$ cat config.mk
export PLATFORM = sky130hd
export DESIGN_NAME = stkc_div
export DESIGN_NICKNAME = d
export VERILOG_FILES = /design/src/hw/rtl/stkc_pkg.sv /design/src/hw/rtl/stkc_div.sv
export SDC_FILE = /design/constraint.sdc
export NUM_CORES = 1
export LEC_CHECK = 0
export CAP_MARGIN = 15
export CORE_ASPECT_RATIO = 0.7
export CORE_MARGIN = 8
export CORE_UTILIZATION = 40
export CTS_CLUSTER_DIAMETER = 120
export DETAILED_ROUTE_END_ITERATION = 10
export DONT_BUFFER_PORTS = 1
export SLEW_MARGIN = 10
export SYNTH_ARGS = -nofsm -noshare
export SYNTH_HDL_FRONTEND = slang
export SYNTH_SLANG_ARGS = --single-unit
$ cat constraint.sdc
create_clock -name clk -period 3.6 [get_ports clk]
set_input_delay 0.72 -clock clk [delete_from_list [all_inputs] [get_ports clk]]
set_output_delay 0.72 -clock clk [all_outputs]
set_load 0.05 [all_outputs]
$ cat src/hw/rtl/stkc_pkg.sv
// ----------------------------------------------------------------------------
// stkc_pkg
// Shared constants, codes and helper types for the stack calculator.
// ----------------------------------------------------------------------------
package stkc_pkg;

  localparam int unsigned DefaultDepth = 1024;
  localparam int unsigned DataW = 32;
  localparam int unsigned OpW = 3;
  localparam int unsigned IndexW = 10;
  localparam int unsigned StatusW = 3;
  localparam int unsigned DepthW = 11;

  typedef enum logic [OpW-1:0] {
    OP_PUSH = 3'd0,
    OP_POP = 3'd1,
    OP_RD_TOP = 3'd2,
    OP_RD_BOT = 3'd3,
    OP_ADD = 3'd4,
    OP_SUB = 3'd5,
    OP_MUL = 3'd6,
    OP_DIV = 3'd7
  } op_t;

  typedef enum logic [StatusW-1:0] {
    ST_OK = 3'd0,
    ST_FULL = 3'd1,
    ST_EMPTY = 3'd2,
    ST_INDEX = 3'd3,
    ST_FEW = 3'd4,
    ST_DIVZERO = 3'd5
  } status_t;

  typedef enum logic [2:0] {
    S_IDLE,
    S_READ_T,
    S_READ_S,
    S_EXEC,
    S_DIV,
    S_DONE
  } state_t;

  typedef struct packed {
    logic start;
    logic [DataW-1:0] num;
    logic [DataW-1:0] den;
  } div_req_t;

  typedef struct packed {
    logic done;
    logic [DataW-1:0] quot;
  } div_rsp_t;

endpackage

$ cat src/hw/rtl/stkc_div.sv
// ----------------------------------------------------------------------------
// stkc_div
// Iterative signed floor divider, one quotient bit per cycle.
// ----------------------------------------------------------------------------
module stkc_div (
  input  logic clk,
  input  logic rst,
  input  stkc_pkg::div_req_t req,
  output stkc_pkg::div_rsp_t rsp
);
  import stkc_pkg::*;

  logic busy;
  logic [5:0] count;
  logic [DataW-1:0] quo;
  logic [DataW:0] rem;
  logic [DataW-1:0] dmag;
  logic neg_q;
  logic neg_r;
  logic done;

  logic [DataW:0] trial;
  logic [DataW:0] shifted;
  logic [DataW-1:0] q_next;
  logic [DataW:0] rem_next;
  logic [DataW-1:0] nmag;
  logic [DataW-1:0] q_signed;

  assign nmag = req.num[DataW-1] ? (~req.num + 1'b1) : req.num;
  assign shifted = {rem[DataW-1:0], quo[DataW-1]};
  assign trial = shifted - {1'b0, dmag};
  assign q_next = {quo[DataW-2:0], ~trial[DataW]};
  assign rem_next = trial[DataW] ? shifted : trial;

  always_ff @(posedge clk) begin
    if (rst) begin
      busy <= 1'b0;
      done <= 1'b0;
      count <= '0;
    end else begin
      done <= 1'b0;
      if (req.start) begin
        busy <= 1'b1;
        count <= 6'(DataW);
      end else if (busy) begin
        count <= count - 1'b1;
        if (count == 6'd1) begin
          busy <= 1'b0;
          done <= 1'b1;
        end
      end
    end
  end

  always_ff @(posedge clk) begin
    if (req.start) begin
      quo <= nmag;
      rem <= '0;
      dmag <= req.den[DataW-1] ? (~req.den + 1'b1) : req.den;
      neg_q <= req.num[DataW-1] ^ req.den[DataW-1];
    end else if (busy) begin
      quo <= q_next;
      rem <= rem_next;
    end
  end

  assign neg_r = (rem != '0);
  assign q_signed = neg_q ? (~quo + 1'b1) - DataW'(neg_r) : quo;
  assign rsp.done = done;
  assign rsp.quot = q_signed;

endmodule

==> metrics.txt, run 1 <==
status finished, violations left; failing checks setup timing; routed wire length 28700 um; Worst VDD drop 249 uV; Fin Setup TNS -11630 ps; Tmin final 4310 ps; Syn Area/Cell 8.18 um^2; Avg Vias per Cell 5.57; fin crit share 120%; sequential cell area 0.00281 mm^2; Yosys top cell by area edfxtp_1; root buf cell clkbuf_16; switching fraction of total power 41.1%; Post-synth top cells a21oi_1, nor2_1, nand2_1; Post-DP HPWL 21400 um; RSZ-0062 raised after global routing true; Synth Area in Simple Gates 17.6%; # fillers 2193; gr ovfl total 0; worst-skew pair later-pin latency 370 ps; crit-path cells nor4_4, nand4_1, nor3_2, ha_2, ha_4, a211o_1, a21o_1, a21oi_2, or4_4, a31oi_4, a41oi_2, xor2_2, mux2i_4, buf_12; Pint 3.38 mW; vias in the first global route 8368; Max Cap Violations 0; initial antenna violation count 0; most used standard cell by instance count after synthesis a21oi_1; largest net degree at the start of global routing 136; delay of the slowest critical-path stage 540 ps; hold depth 1; Starting DRT DRC Count 808; Synth Flop Type edfxtp_1; Clock Tree Buf Depth 2; critical path's top delay family simple AND/OR/NAND/NOR gates; Critical Path Fanout Max 3; HP Class in2reg; Net Count, Synth 1294; Worst slew margin 24.0%; Die X 200 um; ANT cells 0; cts bufs inserted 9; TritonRoute pass-1 iters 5; Seq pwr share 26.4%; pwr/cell area 456 mW/mm^2; Post-CTS Hold Fix Bufs 0; # DRC 0; Global Route Usage Sum 19.6%; WL/cell 17.8 um; Die H 145 um; FF-to-FF Start dmag[0]; Final ANT Viol Nets 0; mux cell area share after synthesis 3.55%; largest family of logic cells by synthesized area compound AO/OA/AOI/OAI gates; Crit. End Element output port; Final Cell Area 0.0126 mm^2; adder-cell share of the synthesized area 9.76%; leak pwr 5.33 nW; most area-consuming cells after synthesis edfxtp_1, ha_1, dfxtp_1; Port Buffer Count 0; Netlist cell types 61; sequential cell area fraction in the yosys report 29.4%; Worst EP arrival 3590 ps; hold_sp rst; H-tree levels 3; Post-Synth XOR/XNOR Area 10.6%; Max Slew Vio Count 0; Clock Skews 10.6 ps; WHS Endpoint busy; DR vias 8992; compound-cell area share of the yosys netlist 23.4%; worst flop-to-flop path endpoint rem[30]; final net count 1430; worst-margin pin slew 1130 ps; setup slack, reg-to-reg 60 ps; Logic pwr share 56.0%; switching power 2.36 mW; Core Footprint 0.0234 mm^2; Setup Viol. Count Final 26; Sinks on Clock Net 106; post-synth top area share 20.7%; Fin Hold WS 405 ps; Crit Path Category reg2out; starting density of the core 40.3%; Crit-path slowest cell or4_4; CTS tree built; Reg2Reg Depth 17; Clk network pwr share 17.6%; Std-Cell Rows 47; final estimated routing congestion in global placement 0.889; multi-input logic area 0.00694 mm^2; Cell Area, Synth 0.00944 mm^2; Layout area overhead 33.2%; num ports 100; register bit total from synthesis 106; number of flops mapped to enable cells by yosys 65; Critical Path Start Type register; Worst-path clk slew 80 ps; Crit path buffers/inverters 1; final setup margin -709 ps; Die ar. 0.0288 mm^2; Synth Instances 1154; fmax 0.232 GHz; Post-synth ARST share 0%; final hold violation count 0; Crit path required time 2880 ps; first-pass GRT wire length 45300 um; share of cells above drive strength 1 28.3%; Yosys warning count 0; placed inst area 0.0114 mm^2
-- metal layers --
layer	global-route usage (%)	wire length, um
met1	31.2	14800
met2	26.7	11400
met3	3.93	2400
met4	2.66	150
met5	0	0
-- metrics by stage --
| stage | util, % | total power [mW] | instances | setup WS [ps] |
|---|---|---|---|---|
| 2_1_floorplan | - | 3.30 | 1154 | -116 |
| 3_3_place_gp | 48.5 | 4.33 | 1575 | -377 |
| 3_5_place_dp | 48.5 | 4.35 | 1575 | -406 |
| 4_1_cts | 52.2 | 5.55 | 1606 | -677 |
| 5_1_grt | 53.7 | 6.04 | 1613 | -891 |
| 6_report | 53.7 | 5.73 | 1613 | -709 |
-- cells by family (layout without fill, tap and decap cells) --
| kind of cell | after synthesis | after routing |
|---|---|---|
| AO/OA/AOI/OAI | 346 | 346 |
| XOR/XNOR | 114 | 114 |
| adder cells (fa/ha/maj) | 73 | 73 |
| buffers and inverters | 144 | 285 |
| flip-flops | 106 | 106 |
| multiplexers | 33 | 33 |
| AND/OR/NAND/NOR | 338 | 338 |
-- placed cells by master (no fill, tap or decap), types with 7 or more instances in the layout --
cell type  synthesis  final
a211oi_1          27     21
a21o_1            38     38
a21oi_1          108     94
a21oi_2            0     11
a31oi_1           12      9
buf_12             0     26
buf_4              1    143
buf_6              0     16
clkbuf_16          0      9
dfxtp_1           41     14
dfxtp_2            0     27
edfxtp_1          65     65
ha_1              72     66
inv_1             81     80
mux2i_1           29     18
mux2i_2            0      7
nand2_1           88     88
nand2b_1          13     10
nand3_1           20     20
nand4_1           18     18
nor2_1           107     99
nor2b_1            9      7
nor3_1            13     12
nor4_1            16     11
o21a_1             9      9
o21ai_0           66     42
o21ai_2            0     18
o21bai_1          14     11
o31ai_1           23     22
o41ai_1           10      8
or2_2              7      7
or3_1             13     12
or4_1             10      9
xnor2_1           59     47
xnor2_2            0     11
xor2_1            55     53
-- worst max path at each step --
stage	start	to	slack, ps	cells after the start
5_1_grt	rem[13]	rsp[30]	-890	14
6_report	rem[13]	rsp[30]	-710	14
3_5_place_dp	rem[13]	rsp[25]	-410	17
2_1_floorplan	rem[27]	rsp[29]	-120	14
4_1_cts	rem[32]	rsp[29]	-680	17
3_3_place_gp	rem[13]	rsp[25]	-380	17
-- area by class of cell --
| cell class | count | area share, % |
|---|---|---|
| Clock buffer | 9 | 1.79 |
| Clock inverter | 7 | 0.508 |
| Inverter | 81 | 2.44 |
| Multi-Input combinational cell | 904 | 55.2 |
| Sequential cell | 106 | 22.3 |
| Tap cell | 318 | 3.17 |
| Timing Repair Buffer | 188 | 14.6 |
-- power groups by stage --
stage / clock network, mW / registers (mW) / logic (mW)
floorplan: 0 / 1.51 / 1.79
global placement: 0 / 1.53 / 2.80
detailed placement: 0 / 1.53 / 2.82
CTS: 1.03 / 1.51 / 3.00
global route: 1.07 / 1.53 / 3.44
finish: 1.01 / 1.51 / 3.21
-- state kept, by name (all words and copies together) (netlist names) --
| register | cells |
|---|---|
| quo | 32 |
| done | 1 |
| busy | 1 |
| count | 6 |
| neg_q | 1 |
| rem | 33 |
| dmag | 32 |
-- repair_timing --
action                     CTS  global route
hold endpoints to repair     0             0
buffers inserted            13            11
setup endpoints to repair   58            60
gates resized for setup     97            53
pin swaps                   69            36
cloned                       2             0
Power figures use the tool's default switching activity.
==> run 2: changes to the inputs <==
--- a/config.mk
+++ b/config.mk
@@ -5,6 +5,7 @@
 export SDC_FILE = /design/constraint.sdc
 export NUM_CORES = 1
 export LEC_CHECK = 0
+export ABC_AREA = 1
 export CAP_MARGIN = 15
 export CORE_ASPECT_RATIO = 0.7
 export CORE_MARGIN = 8
==> metrics.txt, run 2 <==
final net count 1959; root buf cell clkbuf_16; WL/cell 16.0 um; CP Launch Point rem[4]; # DRC 0; Synth Flop Type edfxtp_1; worst-skew pair later-pin latency 340 ps; FF-to-FF Start quo[31]; HP Class in2reg; share of cells above drive strength 1 13.3%; largest net degree at the start of global routing 58; Cell Area, Synth 0.0108 mm^2; Crit. End Element output port; final estimated routing congestion in global placement 0.960; gr ovfl total 0; Setup WS pre-CTS -41.2 ps; sequential cell area fraction in the yosys report 25.6%; Syn Area/Cell 6.15 um^2; Final Cell Area 0.0127 mm^2; Critical Path Start Type register; starting density of the core 40.6%; initial antenna violation count 0; Sinks on Clock Net 106; Core Footprint 0.0267 mm^2; first-pass GRT wire length 54100 um; Critical Path Fanout Max 3; Netlist cell types 45; utilization after layout 47.6%; post-synth top area share 20.1%; Final ANT Viol Nets 0; RSZ-0062 raised after global routing true; num ports 100; worst flop-to-flop path endpoint rem[8]; Synth Instances 1759; CTS tree built; Port Buffer Count 0; Worst EP arrival 2950 ps; Post-synth ARST share 0%; Post-DP HPWL 28900 um; fmax 0.273 GHz; flip-flop count of the largest register after layout 33; pwr/cell area 376 mW/mm^2; most area-consuming cells after synthesis nand2_1, edfxtp_1, inv_1; failing checks setup timing; Yosys warning count 0; placed inst area 0.0118 mm^2; fin crit share 102%; cts bufs inserted 9; TritonRoute pass-1 iters 5; Avg Vias per Cell 4.99; final setup margin -68.3 ps; Fin Hold WS 447 ps; Die ar. 0.0326 mm^2; status finished, violations left; Std-Cell Rows 50; Clock Tree Buf Depth 2; Yosys top cell by area nand2_1; most used standard cell by instance count after synthesis nand2_1; biggest registers after layout rem: 33 flops, dmag: 32 flops, quo: 32 flops; Crit Path Category reg2out; most frequent cells in the layout nand2_1, inv_1, nor2_1, nand3_1, ha_1; register bit total from synthesis 106; DR vias 10900; commonest non-fill, non-tap cell in the layout nand2_1; Die H 154 um; Die X 213 um; Crit path required time 2880 ps; final hold violation count 0; Worst slew margin 28.4%; Max Slew Vio Count 0; setup slack, reg-to-reg 360 ps; Reg2Reg Depth 18; Starting DRT DRC Count 1044; post-layout power 4.78 mW; Post-synth top cells nand2_1, inv_1, nor2_1; vias in the first global route 9843; Largest Register rem; Net Count, Synth 1899; Worst VDD drop 237 uV; Clock Skews 4.94 ps; leak pwr 6.48 nW; Worst-path clk slew 70 ps; Global Route Usage Sum 20.9%; Setup crit end rsp[31]; Tmin final 3670 ps; number of flops mapped to enable cells by yosys 65; Max Cap Violations 0; H-tree levels 3; ANT cells 0; worst-margin pin slew 1070 ps; routed wire length 35100 um; Layout area overhead 17.4%; Setup Viol. Count Final 12
## run 2: what timing repair did
item / 4_1_cts / 5_1_grt
hold buffers: 0 / 0
gates cloned: 0 / 0
setup buffers: 3 / 4
endpoints found under the setup margin: 24 / 25
pin swaps: 26 / 22
resized for setup: 70 / 51
## run 2: final cells by class
cell class | count | area, um^2
repair buffers | 83 | 836
well taps | 364 | 455
fillers | 2791 | 14000
inverters | 318 | 1200
clock inverters | 4 | 23.8
multi-input cells | 1301 | 7150
clock buffers | 12 | 256
flip-flops and latches | 106 | 2780
## run 2: report_power, final
| group | leakage [nW] | internal (mW) | switching, mW | total, mW |
|---|---|---|---|---|
| Sequential | 0.984 | 1.40 | 0.102 | 1.50 |
| Combinational | 5.35 | 0.846 | 1.50 | 2.35 |
| Clock | 0.137 | 0.506 | 0.418 | 0.924 |
| Total | 6.48 | 2.75 | 2.02 | 4.78 |
## run 2: how the worst min path moves through the flow
stage	from	end	slack, ps	depth (start not counted)
finish	rst	busy	450	1
global route	rst	busy	430	1
CTS	rst	busy	430	1
detailed placement	rem[27]	rem[27]	490	2
global placement	count[0]	count[0]	480	2
floorplan	rem[31]	rem[31]	450	2
## run 2: critical path, stage by stage, from the launching register on
cell and delay (ps):
dfxtp_1 330, nor4_2 340, nand4_1 150, nor3_2 190, buf_4 150, ha_4 130, ha_4 140, inv_4 40
ha_2 160, inv_2 50, nand3_2 100, nand3_4 110, nand3_1 90, nand2_2 110, nand2_1 70, nand2_1 60
nand2_1 50, nand2_1 50, nand2_1 60, nand2_2 90, buf_12 130
## run 2: logic make-up (layout without fill, tap and decap cells)
| family | count (synthesis) | after routing | synth area share, % |
|---|---|---|---|
| simple gates | 955 | 955 | 37.5 |
| xor+xnor | 80 | 80 | 6.55 |
| buf+inv | 352 | 417 | 12.3 |
| flops | 106 | 106 | 25.6 |
| fa+ha+maj | 73 | 73 | 8.51 |
| compound gates | 193 | 193 | 9.49 |
## run 2: per-stage QoR
stage / TNS, ps / cells
floorplan: 0 / 1759
global placement: 0 / 2165
detailed placement: -88.7 / 2165
CTS: -503 / 2184
global route: -3640 / 2188
finish: -476 / 2188
## run 2: layer usage
metal / vias up / track usage [%] / wire, um
met5: - / 0 / 0
met4: 0 / 3.48 / 352
met3: 27 / 6.82 / 4090
met2: 384 / 25.4 / 12300
met1: 4848 / 34.0 / 18400
li1: 5649 / - / -
==> run 3: changes to the inputs <==
--- a/config.mk
+++ b/config.mk
@@ -6,13 +6,13 @@
 export NUM_CORES = 1
 export LEC_CHECK = 0
 export ABC_AREA = 1
+export BUFFER_PORTS_ARGS = -buffer_cell sky130_fd_sc_hd__buf_2
 export CAP_MARGIN = 15
 export CORE_ASPECT_RATIO = 0.7
 export CORE_MARGIN = 8
 export CORE_UTILIZATION = 40
 export CTS_CLUSTER_DIAMETER = 120
 export DETAILED_ROUTE_END_ITERATION = 10
-export DONT_BUFFER_PORTS = 1
 export SLEW_MARGIN = 10
 export SYNTH_ARGS = -nofsm -noshare
 export SYNTH_HDL_FRONTEND = slang
==> metrics.txt, run 3 (synthesized netlist as in run 2, its figures left out) <==
Setup WS pre-CTS -71.1 ps; Critical Path Fanout Max 3; CP Launch Point rem[21]; multi-input logic area 0.00709 mm^2; # DRC 0; switching power 2.12 mW; worst-margin pin slew 545 ps; CTS tree built; worst-skew pair later-pin latency 360 ps; Critical Path Start Type register; delay of the slowest critical-path stage 340 ps; Core Footprint 0.0267 mm^2; commonest non-fill, non-tap cell in the layout nand2_1; sequential cell area 0.00278 mm^2; Avg Vias per Cell 4.97; routed wire length 35700 um; Seq pwr share 30.0%; cts bufs inserted 9; Die H 154 um; Crit-path slowest cell dfxtp_2; final hold violation count 0; ANT cells 0; Crit path buffers/inverters 4; vias in the first global route 10100; flip-flop count of the largest register after layout 33; Pint 2.86 mW; switching fraction of total power 42.5%; Levels on crit path 15; DR vias 11300; Clock Skews 7.93 ps; Final Cell Area 0.0130 mm^2; biggest registers after layout rem: 33 flops, dmag: 32 flops, quo: 32 flops; Clk network pwr share 22.2%; Worst-path clk slew 70 ps; H-tree levels 3; final setup margin -58.4 ps; Clock Tree Buf Depth 2; Max Slew Vio Count 0; Max Cap Violations 0; # fillers 2833; crit-path cells nor4_4, nand4_1, nor3_2, ha_2, ha_4, inv_4, ha_2, o21ai_2, buf_6, nand3_4, nand3_4, buf_4, xnor2_1, o21ai_1, buf_6; Die ar. 0.0326 mm^2; Post-DP HPWL 29200 um; gr ovfl total 0; first-pass GRT wire length 55200 um; critical path's top delay family simple AND/OR/NAND/NOR gates; Port Buffer Count 99; initial antenna violation count 0; Worst slew margin 63.3%; starting density of the core 40.6%; Crit. End Element output port; fin crit share 102%; Die X 213 um; WL/cell 15.7 um; HP Class reg2reg; pwr/cell area 382 mW/mm^2; Tmin final 3660 ps; num ports 100; root buf cell clkbuf_16; placed inst area 0.0121 mm^2; Largest Register rem; largest net degree at the start of global routing 48; Fin Setup TNS -392 ps; Setup Viol. Count Final 12; Starting DRT DRC Count 1068; Layout area overhead 20.6%; share of cells above drive strength 1 16.5%; Fin Hold WS 507 ps; Finished Layout Cells 2269; failing checks setup timing; post-layout power 4.99 mW; Logic pwr share 47.8%; RSZ-0062 raised after global routing true; leak pwr 6.79 nW; Global Route Usage Sum 21.3%; final net count 2040; most frequent cells in the layout nand2_1, inv_1, nor2_1, nand3_1, buf_2; TritonRoute pass-1 iters 7; Sinks on Clock Net 106; worst flop-to-flop path endpoint rem[10]; fmax 0.273 GHz; Final ANT Viol Nets 0; Post-CTS Hold Fix Bufs 0; setup slack, reg-to-reg 280 ps; Setup crit end rsp[13]; Crit Path Category reg2out; final estimated routing congestion in global placement 0.960; Crit path required time 2880 ps; status finished, violations left; FF-to-FF Start rem[14]; Worst VDD drop 246 uV; Worst EP arrival 2940 ps; dpl cells 2244; Std-Cell Rows 50; utilization after layout 49.0%; Reg2Reg Depth 16
==> run 3: changes by cell type in the layout (fill, tap and decap cells not counted), sizes merged <==
cell	change
clkinv	-1
clkbuf	-2
bufinv	+2
clkinvlp	+1
buf	+81
==> run 3: power by group through the flow <==
stage	Sequential, mW	Combinational (mW)	Clock [mW]
5_1_grt	1.50	2.57	1.16
3_5_place_dp	1.52	2.03	0
4_1_cts	1.49	2.26	1.12
6_report	1.50	2.38	1.10
2_1_floorplan	1.47	1.45	0
3_3_place_gp	1.52	2.02	0
==> run 3: how the worst min path moves through the flow <==
stage | startpoint | to | slack, ps | cells past startpoint
global route | count[0] | count[0] | 550 | 2
global placement | count[0] | count[0] | 470 | 2
floorplan | rem[31] | rem[31] | 450 | 2
CTS | count[0] | count[0] | 510 | 2
finish | count[0] | count[0] | 510 | 2
detailed placement | rem[32] | rem[32] | 500 | 1
==> run 3: worst min-delay path, delay by kind of cell, from the launching register on <==
family | cells | cell delay (ps)
AO/OA/AOI/OAI | 1 | 60
flip-flops | 1 | 330
AND/OR/NAND/NOR | 1 | 70
==> run 3: per-layer routing <==
metal	vias to the layer above	global-route usage, %	routed length, um
li1	5799	-	-
met1	5088	35.8	19500
met2	374	25.8	12600
met3	23	5.00	3370
met4	0	3.84	325
met5	-	0	0
==> run 3: what timing repair did <==
item,CTS,global route
gates resized for setup,110,44
pin swaps,30,24
buffers inserted,6,3
setup endpoints to repair,28,36
==> run 3: layout make-up <==
cell class | count | area share (%)
Clock buffer | 10 | 1.83
Clock inverter | 6 | 0.738
Inverter | 318 | 9.20
Multi-Input combinational cell | 1301 | 54.3
Sequential cell | 106 | 21.3
Tap cell | 364 | 3.49
Timing Repair Buffer | 164 | 9.13
